File: config.mk
export PLATFORM = sky130hd
export DESIGN_NAME = substring_first_match
export DESIGN_NICKNAME = d
export VERILOG_FILES = /design/src/hdl/ssm_pkg.sv /design/src/hdl/substring_first_match.sv /design/src/hdl/ssm_queue.sv /design/src/hdl/ssm_front.sv /design/src/hdl/ssm_back.sv
export SDC_FILE = /design/constraint.sdc
export NUM_CORES = 1
export LEC_CHECK = 0
export BUFFER_PORTS_ARGS = -buffer_cell sky130_fd_sc_hd__buf_4
export CORE_MARGIN = 2
export CORE_UTILIZATION = 39
export CTS_BUF_LIST = sky130_fd_sc_hd__clkbuf_16
export CTS_CLUSTER_SIZE = 28
export DETAILED_ROUTE_END_ITERATION = 10
export RECOVER_POWER = 25
export SLEW_MARGIN = 0
export SYNTH_ARGS = -nofsm -noshare
export SYNTH_HDL_FRONTEND = slang
export SYNTH_SLANG_ARGS = --single-unit
File: constraint.sdc
create_clock -name clk -period 12.75 [get_ports clk]
set_input_delay 0 -clock clk [delete_from_list [all_inputs] [get_ports clk]]
set_output_delay 0 -clock clk [all_outputs]
set_load 0.02 [all_outputs]
File: src/hdl/ssm_pkg.sv
// shared types and constants for the substring first-match search
package ssm_pkg;

  // pattern storage is fixed by the register map
  localparam int PATTERN_BYTES = 16;
  localparam int LEN_BITS      = 5;
  localparam int START_BITS    = 16;
  localparam int CFG_IDX_BITS  = 2;
  localparam int CFG_DATA_BITS = 64;

  // configuration register indexes
  localparam logic [CFG_IDX_BITS-1:0] REG_PATTERN_LOW  = 2'd0;
  localparam logic [CFG_IDX_BITS-1:0] REG_PATTERN_HIGH = 2'd1;
  localparam logic [CFG_IDX_BITS-1:0] REG_PATTERN_LEN  = 2'd2;

  // per-byte classification passed from front to back
  typedef struct packed {
    logic hit;
    logic last;
  } ssm_flags_t;

  typedef logic [7:0] byte_t;

endpackage

File: src/hdl/substring_first_match.sv
// top level of the streaming first-match substring search
// usage:
//   text bytes enter through push/full, one request per byte, last_byte set
//   on the final byte of each text. one result per text leaves through
//   empty/pop: match_found and match_start of the first occurrence.
//   the pattern is loaded over the cfg channel (index 0 low bytes, 1 high
//   bytes, 2 length); cfg_ready is always high, writes only while idle.
// throughput: one byte per cycle while full is low, set by the combinational window
//   compare in the front end; the result queue decouples a stalled receiver.
// result path: the last byte of a text is registered in the front-to-back
//   queue, then its result is registered in the result queue, whose head
//   drives match_found and match_start.
// stalls: when the receiver holds off pop, the result queue fills, the
//   back end stops on the next last byte and the middle queue then fills,
//   raising full; no request is ever dropped.
// reset: clears the queues, position count and hit state; the pattern
//   registers return to zero (empty pattern, which matches at position 0).
module substring_first_match
  import ssm_pkg::*;
#(
  parameter int MAX_PATTERN   = 16,
  parameter int POSITION_BITS = 16
) (
  input  logic                     clk,
  input  logic                     rst,
  // byte requests
  input  logic                     push,
  output logic                     full,
  input  logic [7:0]               text_byte,
  input  logic                     last_byte,
  // results
  output logic                     empty,
  input  logic                     pop,
  output logic                     match_found,
  output logic [START_BITS-1:0]    match_start,
  // configuration writes
  input  logic                     cfg_valid,
  output logic                     cfg_ready,
  input  logic [CFG_IDX_BITS-1:0]  cfg_index,
  input  logic [CFG_DATA_BITS-1:0] cfg_data
);

  // the usable pattern length is capped by both the register map and the window
  localparam int WIN_BYTES = (MAX_PATTERN < PATTERN_BYTES) ? MAX_PATTERN : PATTERN_BYTES;
  localparam int MID_DEPTH = 4;
  localparam int MID_WIDTH = $bits(ssm_flags_t) + POSITION_BITS;

  logic [CFG_DATA_BITS-1:0] pattern_low_bytes;
  logic [CFG_DATA_BITS-1:0] pattern_high_bytes;
  logic [LEN_BITS-1:0]      pattern_length;
  logic [LEN_BITS-1:0]      len_act;
  logic                     accept;

  ssm_flags_t               front_flags;
  logic [POSITION_BITS-1:0] front_start;
  logic [MID_WIDTH-1:0]     mid_rdata;
  logic                     mid_empty;
  logic                     mid_pop;
  ssm_flags_t               back_flags;
  logic [POSITION_BITS-1:0] back_start;

  assign cfg_ready = 1'b1;

  // configuration registers; unknown indexes are ignored
  always_ff @(posedge clk) begin
    if (rst) begin
      pattern_low_bytes  <= '0;
      pattern_high_bytes <= '0;
      pattern_length     <= '0;
    end else if (cfg_valid && cfg_ready) begin
      case (cfg_index)
        REG_PATTERN_LOW:  pattern_low_bytes  <= cfg_data;
        REG_PATTERN_HIGH: pattern_high_bytes <= cfg_data;
        REG_PATTERN_LEN:  pattern_length     <= cfg_data[LEN_BITS-1:0];
        default: ;
      endcase
    end
  end

  // overlong lengths fall back to the widest usable pattern
  assign len_act = (pattern_length > LEN_BITS'(WIN_BYTES)) ?
                   LEN_BITS'(WIN_BYTES) : pattern_length;

  assign accept = push && !full;

  ssm_front #(
    .WIN_BYTES     (WIN_BYTES),
    .POSITION_BITS (POSITION_BITS)
  ) u_front (
    .clk       (clk),
    .rst       (rst),
    .accept    (accept),
    .text_byte (text_byte),
    .last_byte (last_byte),
    .pattern   ({pattern_high_bytes, pattern_low_bytes}),
    .len       (len_act),
    .flags     (front_flags),
    .start     (front_start)
  );

  // short queue between the front and back ends
  ssm_queue #(
    .WIDTH (MID_WIDTH),
    .DEPTH (MID_DEPTH)
  ) u_mid_q (
    .clk   (clk),
    .rst   (rst),
    .push  (push),
    .wdata ({front_flags, front_start}),
    .full  (full),
    .pop   (mid_pop),
    .rdata (mid_rdata),
    .empty (mid_empty)
  );

  assign back_flags = mid_rdata[MID_WIDTH-1 -: $bits(ssm_flags_t)];
  assign back_start = mid_rdata[POSITION_BITS-1:0];

  ssm_back #(
    .POSITION_BITS (POSITION_BITS)
  ) u_back (
    .clk         (clk),
    .rst         (rst),
    .mid_empty   (mid_empty),
    .flags       (back_flags),
    .start       (back_start),
    .mid_pop     (mid_pop),
    .len_zero    (len_act == '0),
    .empty       (empty),
    .pop         (pop),
    .match_found (match_found),
    .match_start (match_start)
  );

endmodule

File: src/hdl/ssm_queue.sv
// small first-in first-out queue built from registers
module ssm_queue
  import ssm_pkg::*;
#(
  parameter int WIDTH = 8,
  parameter int DEPTH = 4
) (
  input  logic             clk,
  input  logic             rst,
  input  logic             push,
  input  logic [WIDTH-1:0] wdata,
  output logic             full,
  input  logic             pop,
  output logic [WIDTH-1:0] rdata,
  output logic             empty
);

  localparam int PTR_BITS = (DEPTH > 1) ? $clog2(DEPTH) : 1;
  localparam int CNT_BITS = $clog2(DEPTH + 1);

  logic [WIDTH-1:0]    store [DEPTH];
  logic [PTR_BITS-1:0] wr_ptr;
  logic [PTR_BITS-1:0] rd_ptr;
  logic [CNT_BITS-1:0] count;
  logic                do_push;
  logic                do_pop;

  assign full    = (count == CNT_BITS'(DEPTH));
  assign empty   = (count == '0);
  assign do_push = push && !full;
  assign do_pop  = pop && !empty;
  assign rdata   = store[rd_ptr];

  always_ff @(posedge clk) begin
    if (do_push) begin
      store[wr_ptr] <= wdata;
    end
  end

  always_ff @(posedge clk) begin
    if (rst) begin
      wr_ptr <= '0;
      rd_ptr <= '0;
      count  <= '0;
    end else begin
      if (do_push) begin
        wr_ptr <= (wr_ptr == PTR_BITS'(DEPTH - 1)) ? '0 : wr_ptr + 1'b1;
      end
      if (do_pop) begin
        rd_ptr <= (rd_ptr == PTR_BITS'(DEPTH - 1)) ? '0 : rd_ptr + 1'b1;
      end
      if (do_push && !do_pop) begin
        count <= count + 1'b1;
      end else if (do_pop && !do_push) begin
        count <= count - 1'b1;
      end
    end
  end

endmodule

File: src/hdl/ssm_front.sv
// front end: byte window, position count and parallel pattern compare
module ssm_front
  import ssm_pkg::*;
#(
  parameter int WIN_BYTES = 16,
  parameter int POSITION_BITS = 16
) (
  input  logic                     clk,
  input  logic                     rst,
  input  logic                     accept,
  input  byte_t                    text_byte,
  input  logic                     last_byte,
  input  logic [8*PATTERN_BYTES-1:0] pattern,
  input  logic [LEN_BITS-1:0]      len,
  output ssm_flags_t               flags,
  output logic [POSITION_BITS-1:0] start
);

  localparam int CW = POSITION_BITS + LEN_BITS;
  localparam logic [POSITION_BITS-1:0] POS_MAX = '1;

  byte_t                    window      [WIN_BYTES];
  byte_t                    window_next [WIN_BYTES];
  byte_t                    pat         [PATTERN_BYTES];
  logic [POSITION_BITS-1:0] pos;
  logic [POSITION_BITS-1:0] pos_next;
  logic [WIN_BYTES-1:0]     lane_ok;
  logic [CW-1:0]            pos_wide;
  logic [CW-1:0]            len_wide;
  logic [CW-1:0]            start_wide;

  always_comb begin
    for (int k = 0; k < PATTERN_BYTES; k++) begin
      pat[k] = pattern[8*k +: 8];
    end
  end

  always_comb begin
    window_next[0] = text_byte;
    for (int j = 1; j < WIN_BYTES; j++) begin
      window_next[j] = window[j-1];
    end
  end

  assign pos_next = (pos == POS_MAX) ? pos : pos + 1'b1;

  // lane j holds the byte j places back; it meets pattern byte len-1-j
  always_comb begin
    for (int j = 0; j < WIN_BYTES; j++) begin
      logic [LEN_BITS-1:0] pidx;
      pidx = len - LEN_BITS'(j) - 1'b1;
      lane_ok[j] = (LEN_BITS'(j) >= len) ||
                   (window_next[j] == pat[pidx[$clog2(PATTERN_BYTES)-1:0]]);
    end
  end

  assign pos_wide   = CW'(pos_next);
  assign len_wide   = CW'(len);
  assign start_wide = pos_wide - len_wide;

  assign flags.hit  = (len != '0) && (pos_wide >= len_wide) && (&lane_ok);
  assign flags.last = last_byte;
  assign start      = start_wide[POSITION_BITS-1:0];

  always_ff @(posedge clk) begin
    if (accept) begin
      window <= window_next;
    end
  end

  always_ff @(posedge clk) begin
    if (rst) begin
      pos <= '0;
    end else if (accept) begin
      pos <= last_byte ? '0 : pos_next;
    end
  end

endmodule

File: src/hdl/ssm_back.sv
// back end: first-hit tracking per text and the result queue
module ssm_back
  import ssm_pkg::*;
#(
  parameter int POSITION_BITS = 16
) (
  input  logic                     clk,
  input  logic                     rst,
  input  logic                     mid_empty,
  input  ssm_flags_t               flags,
  input  logic [POSITION_BITS-1:0] start,
  output logic                     mid_pop,
  input  logic                     len_zero,
  output logic                     empty,
  input  logic                     pop,
  output logic                     match_found,
  output logic [START_BITS-1:0]    match_start
);

  localparam int EW = POSITION_BITS + START_BITS;

  logic                     hit_seen;
  logic [POSITION_BITS-1:0] hit_start;
  logic                     out_full;
  logic                     res_push;
  logic                     res_found;
  logic [POSITION_BITS-1:0] res_pos;
  logic [EW-1:0]            res_wide;
  logic [START_BITS:0]      res_data;
  logic [START_BITS:0]      out_data;

  // a last byte waits until the result queue has room
  assign mid_pop  = !mid_empty && (!flags.last || !out_full);
  assign res_push = mid_pop && flags.last;

  always_comb begin
    res_found = len_zero || hit_seen || flags.hit;
    if (len_zero) begin
      res_pos = '0;
    end else if (hit_seen) begin
      res_pos = hit_start;
    end else if (flags.hit) begin
      res_pos = start;
    end else begin
      res_pos = '0;
    end
  end

  assign res_wide = EW'(res_pos);
  assign res_data = {res_found, res_wide[START_BITS-1:0]};

  always_ff @(posedge clk) begin
    if (rst) begin
      hit_seen <= 1'b0;
    end else if (mid_pop) begin
      if (flags.last) begin
        hit_seen <= 1'b0;
      end else if (flags.hit) begin
        hit_seen <= 1'b1;
      end
    end
  end

  always_ff @(posedge clk) begin
    if (mid_pop && !hit_seen && flags.hit) begin
      hit_start <= start;
    end
  end

  ssm_queue #(
    .WIDTH (START_BITS + 1),
    .DEPTH (2)
  ) u_out_q (
    .clk   (clk),
    .rst   (rst),
    .push  (res_push),
    .wdata (res_data),
    .full  (out_full),
    .pop   (pop),
    .rdata (out_data),
    .empty (empty)
  );

  assign match_found = out_data[START_BITS];
  assign match_start = out_data[START_BITS-1:0];

endmodule
Word-level counts from Yosys, hierarchy flattened
Memories as Yosys holds them, arrays and structs flattened. A register that Yosys moved wholly into a read port is not among the register bits.
Index checks and enable logic that the tools add are counted.
- add/sub/neg operators: 40
- order comparisons: 34
- equal/unequal tests: 23
- muxes and demuxes: 72
- bitwise operators: 16
- reductions and logical operators: 56
- operators by type and width (cell ; count):
    binary-select mux 8 bit (select 4 bit) ; 16
    two-way mux 8 bit ; 32
    == test 8 bit ; 16
    >= comparator 5 bit (second input constant) ; 16
    two-way mux 16 bit ; 5
    NOT 4 -> 5 bit ; 16
    subtractor 4 x 1 -> 4 bit (second input constant) ; 16
    >= comparator 4 x 5 -> 1 bit (first input constant) ; 8
    subtractor 4 bit (second input constant) ; 8
    >= comparator 3 x 5 -> 1 bit (first input constant) ; 4
    logical OR 1 bit ; 19
    adder 16 x 1 -> 16 bit (second input constant) ; 1
    == test 16 bit (second input constant) ; 1
    >= comparator 16 x 5 -> 1 bit ; 1
    AND reduction 16 bit ; 1
    subtractor 16 x 5 -> 16 bit ; 1
    subtractor 4 x 3 -> 4 bit (second input constant) ; 4
    logical AND 1 bit ; 14
    two-way mux 2 bit ; 6
    >= comparator 1 x 5 -> 1 bit (first input constant) ; 2
    >= comparator 2 x 5 -> 1 bit (first input constant) ; 2
    logical NOT 1 bit ; 10
    two-way mux 1 bit ; 10
    == test 2 bit (second input constant) ; 4
    17 further kinds ; 28
- bits in registers: 297
- bits in writable memories: 106
- input port bits: 80
- output and inout port bits: 20
- word-level logic and storage cells: 270
- memories kept: 2
- memories (memory ; words ; width ; read ports ; clocked after Yosys merged registers in ; wr ports ; RTL line ; RTL):
    u_mid_q.store ; 4 ; 18 ; 1 ; 1 ; 1 ; ssm_queue.sv:21 ; logic [WIDTH-1:0] store [DEPTH];
    u_back.u_out_q.store ; 2 ; 17 ; 1 ; 1 ; 1 ; ssm_queue.sv:21 ;

Longest topological paths before layout
- depth after elaboration: 12
- mapped depth: 20
- depth with buffers taken out: 15

By module
Synthesis repeated with hierarchy kept, for this count alone.
- cell total of the unflattened synthesis: 1976
- area, all modules: 25740.9 µm²
- modules (own cells, without submodules) (module ; instances ; cells an instance ; area each (µm²) ; sequential area each (µm²)):
    ssm_front ; 1 ; 1175 ; 14801.7 ; 3923.8
    substring_first_match ; 1 ; 514 ; 5511.5 ; 2662.6
    ssm_queue (u_mid_q) ; 1 ; 144 ; 3099.2 ; 2342.2
    ssm_queue (u_back.u_out_q) ; 1 ; 78 ; 1442.6 ; 1121.1
    ssm_back ; 1 ; 65 ; 885.8 ; 500.5

Worst setup path after synthesis
No wires, ideal clock.
- path type: reg2reg
- start: register u_mid_q.count[0]
- end: register u_mid_q.count[2]
- setup time: 70 ps
- data arrival time: 4646 ps
- data required time: 12680 ps
- path slack: 8033 ps
- stages on the path, launching flop included: 10
- path buffers: 0
- clock period less this slack: 4717 ps
- cells stage by stage: dfxtp_1 nor3b_1 nand2b_1 inv_1 ha_1 inv_1 fa_1 xor2_1 or3_1 a21oi_1
- elaborated cells between the ends (all ways): 16
- classes of those cells: add/sub: 2; eq/ne: 1; mux: 2; reduce/logical: 11
- RTL lines (what ; RTL line ; RTL):
    start: declaration ; ssm_queue.sv:24 ; logic [CNT_BITS-1:0] count;
    start signal: assignment ; ssm_queue.sv:53 ; count <= count + 1'b1;
    start signal: assignment ; ssm_queue.sv:55 ; count <= count - 1'b1;
    == test 3 bit * ; ssm_queue.sv:28 ; assign full = (count == CNT_BITS'(DEPTH));
    net full ; substring_first_match.sv:28 ; output logic full,
    logical NOT 1 bit * ; - ;
    logical AND 1 bit * ; - ;
    net accept ; substring_first_match.sv:52 ; logic accept;
    logical NOT 1 bit ; ssm_queue.sv:54 ; end else if (do_pop && !do_push) begin
    logical AND 1 bit ; ssm_queue.sv:54 ;
    nonzero test 2 bit (no source line) ; - ;
Mark *: on every way through the listed nets, which the timed path passes. The rest lies on a longest branch. The select of a mux whose other input is x is not followed.
A chain may end at the register's enable or synchronous reset.

==> out/metrics.cfg <==
[status]
status = finished with violations
violations = max-capacitance violations, max-slew violations

[synth]
synth_cells = 2320
synth_area_per_cell_um2 = 10.7
synth_compound_area_frac = 0.111
postSynth.topFlopCell = edfxtp_1
ys_ff_latch = 406
synth_edf_count = 242
synth_area_um2 = 24800
post_synth_num_cell_types = 89
yosysWarnings = 0
synth_fa_ha_area_frac = 0.0141
synth_xor_area_frac = 0.0636
async_flop_share = 0
syn_nets = 2426
muxShareOfSynthArea = 0.219
ys_top_cells_by_area = edfxtp_1, dfxtp_1, mux4_2, mux2i_1, nand2_1
synth_seq_area_share = 0.426
synth_top_area_share = 0.293
yosysTopAreaCell = edfxtp_1
synth_top_family_by_area = multiplexers
synthSimpleGateAreaFrac = 0.134

[power_and_ir_drop]
irDropWorstVdd_v = 0.0000863
p_per_area_nw_per_um2 = 142
clkPwrFrac = 0.308
p_leak_uw = 0.00987
share_comb_of_total_power = 0.243
switching_power_uw = 1290
netSwitchingFraction = 0.322
seqPwrFrac = 0.449
total_power_uw = 4010
internal_power_uw = 2720

[critical_path]
cp.required_ns = 13.07
cp_max_fo = 37
crit_path_start_kind = flip-flop
worstRegToRegCells = 13
crit_path_end_kind = flip-flop
worst-setup-path-type = flip-flop to flip-flop
cp_data_arrival_time_ns = 6.48
regToRegSetupSlack_ns = 6.59

[die]
die-area_um2 = 65500
fp.dieH_um = 256
rows = 92
io-pin-count = 100
start_util = 0.393
die_w_um = 256
coreArea_um2 = 63000

[cts]
cts_tree = built
clockBufferDepth = 3
clkTransAtPathRegs_ns = 0.06
holdBufCountCts = 79
htreeDepth = 2
ctsRootBufferMaster = clkbuf_16
cts_setup_buffers = 0
postCtsResizedCells = 0
cts-buffers-inserted = 44
insertion_delay_ns = 0.59
cts_sinks = 406

[timing]
finalMaxSlewViolations = 70
rsz0062_at_grt = no
slew-limit-headroom = -1.11
period_share = 0.483
fin_setup_tns_ns = 0
finalCriticalPeriod_ns = 6.16
fin_skew_ns = 0.0203
setup_violations = 0
fmax_ghz = 0.162
hold_viol_final = 0
worst_slew_pin_slew_ns = 3.16

[detailed_routing]
wl_per_cell_um = 28.8
dr.pass1.iters = 5
wl_mm = 95.2
vias_per_cell = 6.17
drc = 0
vias = 20371
drt_iter0_drc = 2304
postRouteAntennaNets = 0

[placement]
io_buffers = 98
placed_cell_area_um2 = 26200
gp_congestion = 1.01
placed_cells = 3142
detailed_place_hpwl_mm = 71.4

[grt]
grt_max_degree = 95
antenna_found_initial = 2
grt_pass1_vias = 19041
grt_pass1_wl_mm = 137
grt-ovfl-total = 0
grt_util_all_layers = 0.286

[cells_and_area]
nNetsFinal = 2527
layout-drive-gt1-share = 0.162
syn2layout_area_growth_pct = 14.2
fin_area_um2 = 28300
final_util = 0.449
stdcell_count = 3303

[hold_path]
hold_depth = 4
hold_class = primary input to flip-flop

[job]
cap_violations = 1

## worst max-delay path, cell delays in order (launching register included)
cell and delay [ns]:
dfxtp_4 0.44, nand2b_2 0.55, buf_4 0.60, ha_1 0.68, xnor2_1 0.19, buf_4 0.28, mux4_2 0.40, a211oi_1 0.63
nor3_1 0.15, a2111oi_2 0.35, nor4b_2 0.39, a31oi_1 0.16, or4b_1 0.53, nor4_2 0.51
## Yosys cell counts, types with 9 or more instances
cell type / number
nand2_1: 366
edfxtp_1: 242
a21oi_1: 203
mux2i_1: 194
dfxtp_1: 164
nor2_1: 146
mux4_2: 133
xnor2_1: 104
clkbuf_1: 80
xor2_1: 70
mux2_2: 42
o21ai_0: 40
buf_2: 35
nand3_1: 28
nor3_1: 28
buf_1: 27
ha_1: 24
a211oi_1: 23
a31oi_1: 23
nor2b_1: 23
a22oi_1: 19
nand4_1: 19
o22ai_1: 18
inv_1: 17
nand2b_1: 15
or3_1: 15
a221oi_1: 14
and2_1: 14
nor3b_1: 14
nor4_1: 12
o2111ai_1: 11
and3_1: 10
and3b_1: 10
buf_4: 10
a22o_1: 9
## power groups by stage
stage	registers, uW	clock network (uW)	logic, uW
after CTS	1800	1260	973
final	1800	1240	973
after global routing	1820	1310	1050
after global placement	1820	0	939
after detailed placement	1830	0	950
after floorplan	1730	0	670
## cell families (layout without fill, tap and decap cells)
group | Yosys count | count (layout)
simple gates | 730 | 730
compound gates | 430 | 430
flops | 406 | 406
mux | 370 | 370
buf+inv | 180 | 316
xor+xnor | 176 | 176
fa+ha+maj | 27 | 27
other cells | 1 | 2
## through the flow
stage | hold WS, ns | setup WS [ns]
3_3_place_gp | 0.221 | 6.87
5_1_grt | 0.135 | 6.48
3_5_place_dp | 0.221 | 6.82
2_1_floorplan | 0.0989 | 8.03
6_report | 0.0938 | 6.59
4_1_cts | 0.0721 | 6.81
## cells in the final DEF, fill, tap and decap left out, types with 15 or more instances in the layout
cell type      netlist  routed
nand3_1             28      28
nor2b_1             23      22
o21ai_0             40      40
nand2_1            366     366
a22oi_1             19      19
inv_1               17      31
clkbuf_16            0      44
or3_1               15      15
dlygate4sd3_1        0      79
buf_4               10     122
mux4_2             133     133
nor3_1              28      28
edfxtp_1           242     242
dfxtp_1            164     161
ha_1                24      23
a21oi_1            203     203
a211oi_1            23      23
nand4_1             19      19
xnor2_1            104     102
mux2_2              42      42
o22ai_1             18      17
mux2i_1            194     194
a31oi_1             23      23
nor2_1             146     146
xor2_1              70      70
## final cells by class
cell class	instances	area, um2
fillers	5907	34700
multi-input cells	1734	13500
flip-flops and latches	406	10600
repair buffers	213	1750
clock buffers	44	1100
well taps	846	1060
clock inverters	37	270
inverters	22	86.3
diodes	1	2.50
## flip-flops by register name, indices dropped and copies added (netlist names), named ones only
signal / flops
u_front.window: 120
u_front.pos: 16
u_mid_q.rd_ptr: 2
u_mid_q.wr_ptr: 2
u_back.u_out_q.count: 2
u_back.u_out_q.rd_ptr: 1
u_mid_q.count: 3
u_mid_q.store: 72
u_back.u_out_q.store: 34
u_back.hit_seen: 1
u_back.u_out_q.wr_ptr: 1
pattern_length: 5
pattern_high_bytes: 64
pattern_low_bytes: 64
u_back.hit_start: 16
## metal layers
layer | vias to the layer above | track usage | part of all wire
met5 | - | 0 | 0.00014
met4 | 2 | 0.122 | 0.052
met3 | 223 | 0.0532 | 0.091
met2 | 1138 | 0.431 | 0.44
met1 | 10164 | 0.401 | 0.42
li1 | 8844 | - | -
## final timing paths
path | from | end
setup reg to reg | pattern_length[1] | u_mid_q.store[3][17]
setup / recovery | pattern_length[1] | u_mid_q.store[3][17]
hold reg to reg | u_front.window[55] | u_front.window[47]
hold / removal | cfg_index[1] | pattern_length[3]
(Power assumes the default switching activity.)
